**src/rtl/irpd_pkg.sv**
```systemverilog
// Shared types, widths and constants for the IR pulse-distance decoder.
// No dependencies; the window and top-level modules import it.
package irpd_pkg;

  localparam int DATA_BITS = 8;
  localparam int VALUE_W   = 8;
  localparam int DUR_W     = 16;
  localparam int TOL_W     = 7;
  localparam int EXCESS_W  = 10;
  localparam int NOM_W     = DUR_W + 1;
  localparam int FACTOR_W  = 8;
  localparam int PROD_W    = 25;
  localparam int POS_W     = $clog2(2 * DATA_BITS + 2);
  localparam int CFG_IDX_W = 3;
  localparam int CFG_DATA_W = 16;

  localparam logic [TOL_W-1:0]  PCT_FULL = TOL_W'(100);
  localparam logic [PROD_W-1:0] PCT_SCALE = PROD_W'(100);
  localparam logic [PROD_W-1:0] PCT_ROUND = PROD_W'(99);

  // Register indexes on the configuration port
  localparam logic [CFG_IDX_W-1:0] REG_HDR_MARK  = 3'd0;
  localparam logic [CFG_IDX_W-1:0] REG_HDR_SPACE = 3'd1;
  localparam logic [CFG_IDX_W-1:0] REG_BIT_MARK  = 3'd2;
  localparam logic [CFG_IDX_W-1:0] REG_ONE_SPACE = 3'd3;
  localparam logic [CFG_IDX_W-1:0] REG_ZERO_SPACE = 3'd4;
  localparam logic [CFG_IDX_W-1:0] REG_TOLERANCE = 3'd5;
  localparam logic [CFG_IDX_W-1:0] REG_EXCESS    = 3'd6;

  // Reset values of the registers
  localparam logic [DUR_W-1:0]    RST_HDR_MARK   = 16'd6000;
  localparam logic [DUR_W-1:0]    RST_HDR_SPACE  = 16'd4500;
  localparam logic [DUR_W-1:0]    RST_BIT_MARK   = 16'd1000;
  localparam logic [DUR_W-1:0]    RST_ONE_SPACE  = 16'd2000;
  localparam logic [DUR_W-1:0]    RST_ZERO_SPACE = 16'd1000;
  localparam logic [TOL_W-1:0]    RST_TOLERANCE  = 7'd25;
  localparam logic [EXCESS_W-1:0] RST_EXCESS     = 10'd100;

  typedef enum logic [2:0] {
    ST_OK        = 3'd0,
    ST_HDR_MARK  = 3'd1,
    ST_HDR_SPACE = 3'd2,
    ST_BIT_MARK  = 3'd3,
    ST_BIT_SPACE = 3'd4
  } status_t;

  // Window bounds scaled by 100: a duration d matches when
  // lo <= 100*d + 99 and 100*d <= hi
  typedef struct packed {
    logic [PROD_W-1:0] lo;
    logic [PROD_W-1:0] hi;
  } win_t;

  function automatic logic in_window(input logic [DUR_W-1:0] d, input win_t w);
    logic [PROD_W-1:0] scaled;
    scaled = PROD_W'(d) * PCT_SCALE;
    return ((scaled + PCT_ROUND) >= w.lo) && (scaled <= w.hi);
  endfunction

endpackage

```
**src/rtl/irpd_window.sv**
```systemverilog
// Scaled match window for one nominal length, registered.
// Depends on irpd_pkg for widths and the window type.
module irpd_window (
  input  logic                           clk,
  input  logic [irpd_pkg::DUR_W-1:0]     nominal,
  input  logic [irpd_pkg::EXCESS_W-1:0]  excess,
  input  logic [irpd_pkg::TOL_W-1:0]     tolerance,
  input  logic                           is_mark,
  output irpd_pkg::win_t                 bounds
);
  import irpd_pkg::*;

  logic [NOM_W-1:0]    adj_nom;
  logic [TOL_W-1:0]    tol_clamped;
  logic [FACTOR_W-1:0] lo_factor;
  logic [FACTOR_W-1:0] hi_factor;

  // Lengthen marks, shorten spaces with a floor at zero
  always_comb begin
    if (is_mark) begin
      adj_nom = NOM_W'(nominal) + NOM_W'(excess);
    end else if (nominal > DUR_W'(excess)) begin
      adj_nom = NOM_W'(nominal - DUR_W'(excess));
    end else begin
      adj_nom = '0;
    end
    tol_clamped = (tolerance > PCT_FULL) ? PCT_FULL : tolerance;
    lo_factor = FACTOR_W'(PCT_FULL) - FACTOR_W'(tol_clamped);
    hi_factor = FACTOR_W'(PCT_FULL) + FACTOR_W'(tol_clamped);
  end

  // Hold the scaled bounds for the decoder
  always_ff @(posedge clk) begin
    bounds.lo <= PROD_W'(adj_nom) * PROD_W'(lo_factor);
    bounds.hi <= PROD_W'(adj_nom) * PROD_W'(hi_factor);
  end

endmodule

```
**src/rtl/ir_pulse_distance_decoder.sv**
```systemverilog
// IR pulse-distance frame decoder top level: config registers, frame state, result register.
// Depends on irpd_pkg and irpd_window.

// Takes one measured duration per word: a header mark (frame_start high), a header
// space, then eight bit-mark/bit-space pairs. A complete frame gives one result word
// with frame_ok high and the byte, first bit in the MSB; the first mismatch gives one
// result word with frame_ok low, data_value zero and a status code. Durations with no
// frame in progress and no start flag are dropped. The decoder takes one word per clock
// unless a result waits on out_ready, and the result is registered in the cycle after the
// word that ends the frame. Match windows are precomputed into registers from the
// configuration, so input is held off (in_ready low) in the cycle of a configuration write,
// the cycle after it, and the first cycle after reset, while those window registers reload.
module ir_pulse_distance_decoder (
  input  logic                              clk,
  input  logic                              rst,
  input  logic                              in_valid,
  output logic                              in_ready,
  input  logic [irpd_pkg::DUR_W-1:0]        duration_us,
  input  logic                              frame_start,
  output logic                              out_valid,
  input  logic                              out_ready,
  output logic                              frame_ok,
  output logic [irpd_pkg::VALUE_W-1:0]      data_value,
  output logic [2:0]                        status,
  input  logic                              cfg_we,
  input  logic [irpd_pkg::CFG_IDX_W-1:0]    cfg_index,
  input  logic [irpd_pkg::CFG_DATA_W-1:0]   cfg_data
);
  import irpd_pkg::*;

  localparam logic [POS_W-1:0] LAST_POS = POS_W'(2 * DATA_BITS + 1);
  localparam int EXT_W = (DATA_BITS > VALUE_W) ? DATA_BITS : VALUE_W;

  logic [DUR_W-1:0]    hdr_mark_us;
  logic [DUR_W-1:0]    hdr_space_us;
  logic [DUR_W-1:0]    bit_mark_us;
  logic [DUR_W-1:0]    one_space_us;
  logic [DUR_W-1:0]    zero_space_us;
  logic [TOL_W-1:0]    tolerance_pct;
  logic [EXCESS_W-1:0] mark_excess_us;

  win_t win_hdr_mark;
  win_t win_hdr_space;
  win_t win_bit_mark;
  win_t win_one_space;
  win_t win_zero_space;

  logic                 settle;
  logic                 frame_active;
  logic [POS_W-1:0]     position;
  logic [DATA_BITS-1:0] shift_data;

  logic                 frame_active_next;
  logic [POS_W-1:0]     position_next;
  logic [DATA_BITS-1:0] shift_data_next;
  logic                 emit;
  logic                 emit_ok;
  status_t              emit_status;
  logic [EXT_W-1:0]     shift_ext;
  logic                 accept;

  // Configuration registers
  always_ff @(posedge clk) begin
    if (rst) begin
      hdr_mark_us    <= RST_HDR_MARK;
      hdr_space_us   <= RST_HDR_SPACE;
      bit_mark_us    <= RST_BIT_MARK;
      one_space_us   <= RST_ONE_SPACE;
      zero_space_us  <= RST_ZERO_SPACE;
      tolerance_pct  <= RST_TOLERANCE;
      mark_excess_us <= RST_EXCESS;
    end else if (cfg_we) begin
      case (cfg_index)
        REG_HDR_MARK:   hdr_mark_us    <= cfg_data;
        REG_HDR_SPACE:  hdr_space_us   <= cfg_data;
        REG_BIT_MARK:   bit_mark_us    <= cfg_data;
        REG_ONE_SPACE:  one_space_us   <= cfg_data;
        REG_ZERO_SPACE: zero_space_us  <= cfg_data;
        REG_TOLERANCE:  tolerance_pct  <= cfg_data[TOL_W-1:0];
        REG_EXCESS:     mark_excess_us <= cfg_data[EXCESS_W-1:0];
        default: ;
      endcase
    end
  end

  // Window registers, one per nominal length
  irpd_window u_win_hdr_mark (
    .clk(clk), .nominal(hdr_mark_us), .excess(mark_excess_us),
    .tolerance(tolerance_pct), .is_mark(1'b1), .bounds(win_hdr_mark)
  );
  irpd_window u_win_hdr_space (
    .clk(clk), .nominal(hdr_space_us), .excess(mark_excess_us),
    .tolerance(tolerance_pct), .is_mark(1'b0), .bounds(win_hdr_space)
  );
  irpd_window u_win_bit_mark (
    .clk(clk), .nominal(bit_mark_us), .excess(mark_excess_us),
    .tolerance(tolerance_pct), .is_mark(1'b1), .bounds(win_bit_mark)
  );
  irpd_window u_win_one_space (
    .clk(clk), .nominal(one_space_us), .excess(mark_excess_us),
    .tolerance(tolerance_pct), .is_mark(1'b0), .bounds(win_one_space)
  );
  irpd_window u_win_zero_space (
    .clk(clk), .nominal(zero_space_us), .excess(mark_excess_us),
    .tolerance(tolerance_pct), .is_mark(1'b0), .bounds(win_zero_space)
  );

  // Hold off input while the window registers reload
  always_ff @(posedge clk) begin
    if (rst) begin
      settle <= 1'b1;
    end else begin
      settle <= cfg_we;
    end
  end

  assign in_ready = !settle && !cfg_we && (!out_valid || out_ready);
  assign accept   = in_valid && in_ready;

  // Frame decode for the incoming word
  always_comb begin
    frame_active_next = frame_active;
    position_next     = position;
    shift_data_next   = shift_data;
    emit              = 1'b0;
    emit_ok           = 1'b0;
    emit_status       = ST_OK;
    if (frame_start) begin
      shift_data_next = '0;
      if (!in_window(duration_us, win_hdr_mark)) begin
        emit        = 1'b1;
        emit_status = ST_HDR_MARK;
      end else begin
        frame_active_next = 1'b1;
        position_next     = POS_W'(1);
      end
    end else if (frame_active) begin
      position_next = position + POS_W'(1);
      if (position == POS_W'(1)) begin
        if (!in_window(duration_us, win_hdr_space)) begin
          emit        = 1'b1;
          emit_status = ST_HDR_SPACE;
        end
      end else if (!position[0]) begin
        if (!in_window(duration_us, win_bit_mark)) begin
          emit        = 1'b1;
          emit_status = ST_BIT_MARK;
        end
      end else begin
        if (in_window(duration_us, win_one_space)) begin
          shift_data_next = {shift_data[DATA_BITS-2:0], 1'b1};
        end else if (in_window(duration_us, win_zero_space)) begin
          shift_data_next = {shift_data[DATA_BITS-2:0], 1'b0};
        end else begin
          emit        = 1'b1;
          emit_status = ST_BIT_SPACE;
        end
        if (!emit && position >= LAST_POS) begin
          emit    = 1'b1;
          emit_ok = 1'b1;
        end
      end
    end
    // Any result ends the frame
    if (emit) begin
      frame_active_next = 1'b0;
      position_next     = '0;
    end
  end

  assign shift_ext = EXT_W'(shift_data_next);

  // Frame state
  always_ff @(posedge clk) begin
    if (rst) begin
      frame_active <= 1'b0;
      position     <= '0;
      shift_data   <= '0;
    end else if (accept) begin
      frame_active <= frame_active_next;
      position     <= position_next;
      shift_data   <= shift_data_next;
    end
  end

  // Result register
  always_ff @(posedge clk) begin
    if (rst) begin
      out_valid <= 1'b0;
    end else if (accept && emit) begin
      out_valid <= 1'b1;
    end else if (out_ready) begin
      out_valid <= 1'b0;
    end
  end

  always_ff @(posedge clk) begin
    if (accept && emit) begin
      frame_ok   <= emit_ok;
      data_value <= emit_ok ? shift_ext[VALUE_W-1:0] : '0;
      status     <= emit_status;
    end
  end

  // Checks on decoder state and results
  a_no_accept_in_settle: assert property (@(posedge clk) disable iff (rst)
    accept |-> !settle && !cfg_we)
    else $error("word accepted while window registers reload");

  a_active_has_position: assert property (@(posedge clk) disable iff (rst)
    frame_active == (position != '0))
    else $error("frame activity and position disagree");

  a_position_range: assert property (@(posedge clk) disable iff (rst)
    position <= LAST_POS)
    else $error("position past the last bit space");

  a_ok_status: assert property (@(posedge clk) disable iff (rst)
    out_valid && frame_ok |-> status == ST_OK)
    else $error("complete frame with error status");

  a_error_word: assert property (@(posedge clk) disable iff (rst)
    out_valid && !frame_ok |-> data_value == '0 && status != ST_OK)
    else $error("error word carries data or ok status");

endmodule

```
**config.mk**
```make
export PLATFORM = sky130hd
export DESIGN_NAME = ir_pulse_distance_decoder
export DESIGN_NICKNAME = d
export VERILOG_FILES = /design/src/rtl/irpd_pkg.sv /design/src/rtl/irpd_window.sv /design/src/rtl/ir_pulse_distance_decoder.sv
export SDC_FILE = /design/constraint.sdc
export NUM_CORES = 2
export LEC_CHECK = 0
export ABC_AREA = 1
export BUFFER_PORTS_ARGS = -buffer_cell sky130_fd_sc_hd__buf_2
export CORE_ASPECT_RATIO = 0.9
export CORE_UTILIZATION = 40
export DETAILED_ROUTE_END_ITERATION = 6
export PLACE_DENSITY_LB_ADDON = 0.25
export SYNTH_ARGS = -nofsm -noshare
export SYNTH_HDL_FRONTEND = slang
export SYNTH_SLANG_ARGS = --single-unit
```
**constraint.sdc**
```tcl
create_clock -name clk -period 15.8 [get_ports clk]
set_clock_uncertainty 0.2 [all_clocks]
set_input_delay 0.79 -clock clk [delete_from_list [all_inputs] [get_ports clk]]
set_output_delay 0.79 -clock clk [all_outputs]
set_load 0.02 [all_outputs]
```
After elaboration in Yosys (flattened, before gate mapping)
Cells that the tools add are included.
{"block": "op_classes", "addsub": 9, "n_mul": 11, "order_cmp": 15, "eq_ne": 8, "muxes": 47, "n_reduce_logical": 29}
{"cell": "$mul 17x8->25", "count": 10}
{"cell": "$le 23x25->1", "count": 5}
{"cell": "$ge 25x25->1", "count": 4}
{"cell": "$mux 17", "count": 3}
{"cell": "$sub 16x10->17", "count": 3}
{"cell": "$gt 16x10->1", "count": 3}
{"cell": "$mux 8", "count": 6}
{"cell": "$add 16x10->17", "count": 2}
{"cell": "$ge 24x25->1", "count": 1}
{"cell": "$mux 1", "count": 25}
{"cell": "$add 23x7->24 const B", "count": 1}
{"cell": "$mul 16x5->21 const B", "count": 1}
{"cell": "$mux 5", "count": 4}
{"cell": "$mux 3", "count": 6}
{"cell": "$reduce_and 2->1", "count": 7}
{"cell": "$logic_and 1x1->1", "count": 10}
{"cell": "$eq 3x3->1 const B", "count": 3}
{"cell": "$add 7x7->8 const A", "count": 1}
{"cell": "$sub 7x7->8 const A", "count": 1}
{"cell": "$gt 7x7->1 const B", "count": 1}
{"cell": "$mux 7", "count": 1}
{"cell": "$eq 3x2->1 const B", "count": 2}
{"cell": "$reduce_and 3->1", "count": 2}
{"cell": "$reduce_bool 2->1", "count": 3}
{"cell": "other kinds (10)", "count": 14}
{"block": "word_totals", "register_bits": 375, "input_bits": 41}

Longest topological paths before layout
{"block": "logic_depth", "ltp_word": 19, "depth_mapped": 41, "mapped_depth_nobuf": 38}

Modules after synthesis
Synthesis repeated with hierarchy kept, for this count alone.
{"block": "unflattened", "cells_unflattened": 9770, "hier_area_um2": 70933.0}
{"module": "irpd_window (u_win_bit_mark ...)", "instances": 2, "cells_each": 1579, "area_each_um2": 11762.5, "seq_area_each_um2": 980.9}
{"module": "ir_pulse_distance_decoder", "instances": 1, "cells_each": 1876, "area_each_um2": 12713.4, "seq_area_each_um2": 2622.5}
{"module": "irpd_window (u_win_zero_space)", "instances": 1, "cells_each": 1584, "area_each_um2": 11572.3, "seq_area_each_um2": 980.9}
{"module": "irpd_window (u_win_hdr_space)", "instances": 1, "cells_each": 1587, "area_each_um2": 11562.3, "seq_area_each_um2": 980.9}
{"module": "irpd_window (u_win_one_space)", "instances": 1, "cells_each": 1565, "area_each_um2": 11559.8, "seq_area_each_um2": 980.9}

Worst setup path before layout
Ideal clock, no wire load.
{"block": "synth_path", "path_type": "reg2reg", "start": "register tolerance_pct[2]", "end": "register u_win_hdr_mark.bounds[44] in the netlist's numbering", "setup_ps": 117, "arrival_ps": 6201, "slack_ps": 9282, "stages_incl_launch_ff": 39, "path_buffers": 3, "synth_period_minus_slack_ps": 6518, "cell_sequence": "dfxtp_1 -> inv_1 -> a21oi_1 -> nor2_1 -> inv_2 -> nor2_1 -> nor2_2 -> nor2_1 -> inv_1 -> buf_2 -> buf_2 -> ha_1 -> a21o_1 -> nand2_1 -> inv_1 -> nor2_1 -> nand2_1 -> nand2_1 -> [... 3 more ...] -> fa_1 -> fa_1 -> inv_1 -> fa_1 -> inv_1 -> fa_1 -> inv_1 -> ha_1 -> nand2_1 -> o21ai_0 -> a21oi_1 -> o21ai_0 -> a21oi_1 -> o21bai_1 -> and2_1 -> nor2_1 -> nand2_1 -> nand2_1"}
{"block": "synth_between", "elab_chain_cells": 4}
{"item": "start, declared", "line": "ir_pulse_distance_decoder.sv:39", "source": "logic [TOL_W-1:0] tolerance_pct;"}
{"item": "start signal, assigned", "line": "ir_pulse_distance_decoder.sv:79", "source": "REG_TOLERANCE: tolerance_pct <= cfg_data[TOL_W-1:0];"}
{"item": "$gt 7x7->1", "line": "irpd_window.sv:27", "source": "tol_clamped = (tolerance > PCT_FULL) ? PCT_FULL : tolerance;"}
{"item": "$mux 7 *", "line": "irpd_window.sv:27"}
{"item": "$sub 7x7->8 *", "line": "irpd_window.sv:28", "source": "lo_factor = FACTOR_W'(PCT_FULL) - FACTOR_W'(tol_clamped);"}
{"item": "$mul 17x8->25 *", "line": "irpd_window.sv:34", "source": "bounds.lo <= PROD_W'(adj_nom) * PROD_W'(lo_factor);"}
{"item": "end, declared", "line": "irpd_window.sv:9", "source": "output irpd_pkg::win_t bounds"}
Mark *: on every way between the ends. The rest lies on a longest branch, timed or not.
A chain may end at the register's enable or synchronous reset.

Worst setup path after layout
{"block": "layout_path", "start": "register tolerance_pct[2]", "end": "register u_win_hdr_space.bounds[43] in the netlist's numbering"}
{"block": "layout_between", "elab_chain_cells": 4}
{"item": "$gt 7x7->1", "line": "irpd_window.sv:27"}
{"item": "$mux 7 *", "line": "irpd_window.sv:27"}
{"item": "$sub 7x7->8 *", "line": "irpd_window.sv:28"}
{"item": "$mul 17x8->25 *", "line": "irpd_window.sv:34"}
{"item": "end, declared", "line": "irpd_window.sv:9"}
Marked as above.

==> metrics.md <==
| Metric | Value |
|---|---|
| Slowest-stage cell, CP | `buf_4` |
| Pint | `6.82 mW` |
| Iter 0 DRT Violations | `4641` |
| WL final | `202000 µm` |
| EDFF count, synth | `12` |
| Count of cell types in the netlist | `70` |
| Worst path required time | `16.12 ns` |
| Avg Cell Area, Syn | `7.87 µm²` |
| Switching power | `8.57 mW` |
| Setup violations, final | `0` |
| Clock Latency Late Sink | `0.64 ns` |
| Final Core Density | `0.434` |
| Fraction of layout cells with a size suffix above 1 | `0.0518` |
| First-pass GRT wire length | `308000 µm` |
| Kind of critical path | `register to register` |
| Total track usage | `0.266` |
| Final WS setup | `6.33 ns` |
| Residual DRC | `0` |
| # placed instances | `9751` |
| Syn. warnings | `0` |
| Area Overhead vs Synth | `7.53%` |
| RSZ-0062 raised after global routing | `no` |
| Vias in the first global route | `51133` |
| Sequential power share | `0.097` |
| Delay of the slowest cell on the worst path | `0.71 ns` |
| Starting Density | `0.404` |
| Die height | `372 µm` |
| Share of the synthesized area in the top cell type | `0.301` |
| Slew Viols, Final | `0` |
| Initial antenna violation count | `12` |
| Post-cts sizing count | `0` |
| Max-cap violations | `0` |
| Switching fraction of total power | `0.557` |
| Design Area, Final | `65500 µm²` |
| Endpoints failing hold | `0` |
| Clk sink count | `370` |
| IO Count | `55` |
| Bufs and invs on worst path | `13` |
| # hold bufs at CTS | `0` |
| CP arrival | `9.79 ns` |
| Cell mode on critical path | `inv_1` |
| Clock power frac | `0.076` |
| Vias | `51364` |
| Pwr Density | `235 nW/µm²` |
| Core ar. | `151000 µm²` |
| Post-place setup slack | `6.45 ns` |
| Slew at the pin closest to its max-slew limit | `1.20 ns` |
| Critical Path Source Type | `register` |
| Sequential cell area fraction in the yosys report | `0.124` |
| Clock Tree Buf Depth | `3` |
| Leak pwr | `34.1 nW` |
| Peak Freq | `106 MHz` |
| Die Area | `154000 µm²` |
| H-tree lvl count | `2` |
| Synth Instances | `7736` |
| Die X | `413 µm` |
| Slew margin rel. | `0.194` |
| Post-route ant nets | `0` |
| Post-DP HPWL | `157000 µm` |
| CP max FO | `46` |
| Setup tns final | `0 ns` |
| Average routed wire per standard cell | `20.6 µm` |
| Vias per cell | `5.22` |
| HP Class | `input port to register` |
| CTS Buf Count | `48` |
| Status | `completed` |
| Top cells by area, synth | `fa_1, ha_1, dfxtp_1, inv_1, nand2_1` |
| VDD IR-drop max | `0.000183 V` |
| Seq cells post-synth | `370` |
| Combinational share of power | `0.827` |
| Largest net degree at the start of global routing | `89` |
| RePlAce Congestion | `0.970` |
| Cell family with most CP delay | `buffers and inverters` |
| Row count | `135` |
| Final cell count without fillers | `9842` |
| DR pass1 iterations | `7` |
| Worst-path clk slew | `0.07 ns` |
| Worst setup EP type | `register` |
| Main synth FF type | `dfxtp_1` |
| CTS Root Cell | `clkbuf_16` |
| Congestion Overflow GR | `0` |
| Tmin final | `9.47 ns` |
| Cell Area, Synth | `60900 µm²` |
| Post-CTS Repair Setup Buffers | `0` |
| Final #Nets | `9547` |
| Fin crit share | `0.599` |
| Cell taking the most area after synthesis | `fa_1` |
| CTS tree | `built` |
| Async S/R FF share, synth | `0` |
| PortBufs | `54` |
| Placed cell area | `63900 µm²` |
-- power groups by stage --
stage                     clock network, mW  registers, mW  logic [mW]
final                                  1.17           1.49        12.7
after global routing                   1.23           1.52        14.3
after CTS                              1.20           1.49        12.6
after detailed placement                  0           1.51        12.5
after global placement                    0           1.51        12.3
after floorplan                           0           1.48        9.13
-- per-layer routing --
metal	part of all wire	vias to the layer above	track usage	wire [µm]
li1	-	23904	-	-
met1	0.44	25074	0.377	89800
met2	0.41	2067	0.389	82600
met3	0.11	317	0.0655	21700
met4	0.041	2	0.0962	8210
met5	0.000064	-	0	13
-- synthesized netlist by cell type, drive strengths merged, types with 10 or more instances --
master	n
nor3	57
ha	775
buf	42
nor2	982
inv	1551
or2	35
o211ai	32
xor2	182
o21ai	206
a21oi	373
nand4	73
a21boi	10
fa	916
nand2	1492
nor4	18
clkbuf	124
clkinv	13
xnor2	82
o21a	10
nand3	256
a21o	41
dfxtp	358
o21bai	19
edfxtp	12
a31oi	24
-- cell usage in the layout, fill, tap and decap left out, types with 23 or more instances in the layout --
cell,synthesis,routed
nor2_1,949,945
nand3_1,242,240
xnor2_1,81,77
clkbuf_16,0,48
a21oi_1,370,370
a31oi_1,24,24
or2_2,25,25
nand4_1,71,71
o211ai_1,31,31
xor2_1,180,176
buf_2,35,54
conb_1,2,85
nor3_1,45,45
a21o_1,41,41
o21ai_0,181,181
ha_1,775,774
nand2_1,1474,1472
inv_1,1478,1473
fa_1,916,916
dfxtp_1,358,358
o21ai_1,23,23
inv_2,70,77
buf_4,1,58
-- cell families after synthesis --
| family | count (synthesis) | synth area share |
|---|---|---|
| xor+xnor | 264 | 0.0389 |
| other cells | 2 | 0.000123 |
| buf+inv | 1730 | 0.108 |
| flops | 370 | 0.124 |
| compound gates | 749 | 0.0695 |
| simple gates | 2930 | 0.200 |
| fa+ha+maj | 1691 | 0.460 |
-- state kept, by name (all words and copies together), names as in the netlist --
name / count
hdr_mark_us: 16
u_win_zero_space.bounds: 49
mark_excess_us: 10
shift_data: 8
settle: 1
u_win_hdr_mark.bounds: 49
u_win_hdr_space.bounds: 49
one_space_us: 16
u_win_one_space.bounds: 49
data_value: 8
hdr_space_us: 16
zero_space_us: 16
frame_ok: 1
status: 3
out_valid: 1
frame_active: 1
u_win_bit_mark.bounds: 49
position: 5
bit_mark_us: 16
tolerance_pct: 7
-- worst min-delay path: cells and delay by family --
family / cells / cell delay (ns)
simple gates: 1 / 0.06
buf+inv: 2 / 0.17
-- layout make-up --
class / instances / area (µm²)
tap: 1986 / 2480
multi-input combinational: 5719 / 47300
timing repair buffer: 112 / 706
antenna: 4 / 10.0
fill: 15446 / 85300
inverter: 1564 / 5880
clock buffer: 62 / 1320
sequential: 370 / 7530
clock inverter: 25 / 309
-- final timing paths --
path                    startpoint                         end  slack [ns]  cells past startpoint
setup reg to reg  tolerance_pct[2]  u_win_hdr_space.bounds[43]        6.33                     37
hold / removal              cfg_we                      settle        0.21                      3
hold reg to reg   zero_space_us[0]            zero_space_us[0]        0.26                      2
setup / recovery  tolerance_pct[2]  u_win_hdr_space.bounds[43]        6.33                     37
-- metrics by stage --
stage               power (mW)  hold slack, ns
finish                    15.4           0.211
global route              17.0           0.231
CTS                       15.3           0.191
detailed placement        14.0           0.252
global placement          13.8           0.248
floorplan                 10.6           0.233
Note: power is estimated with default switching activity, not from simulation.
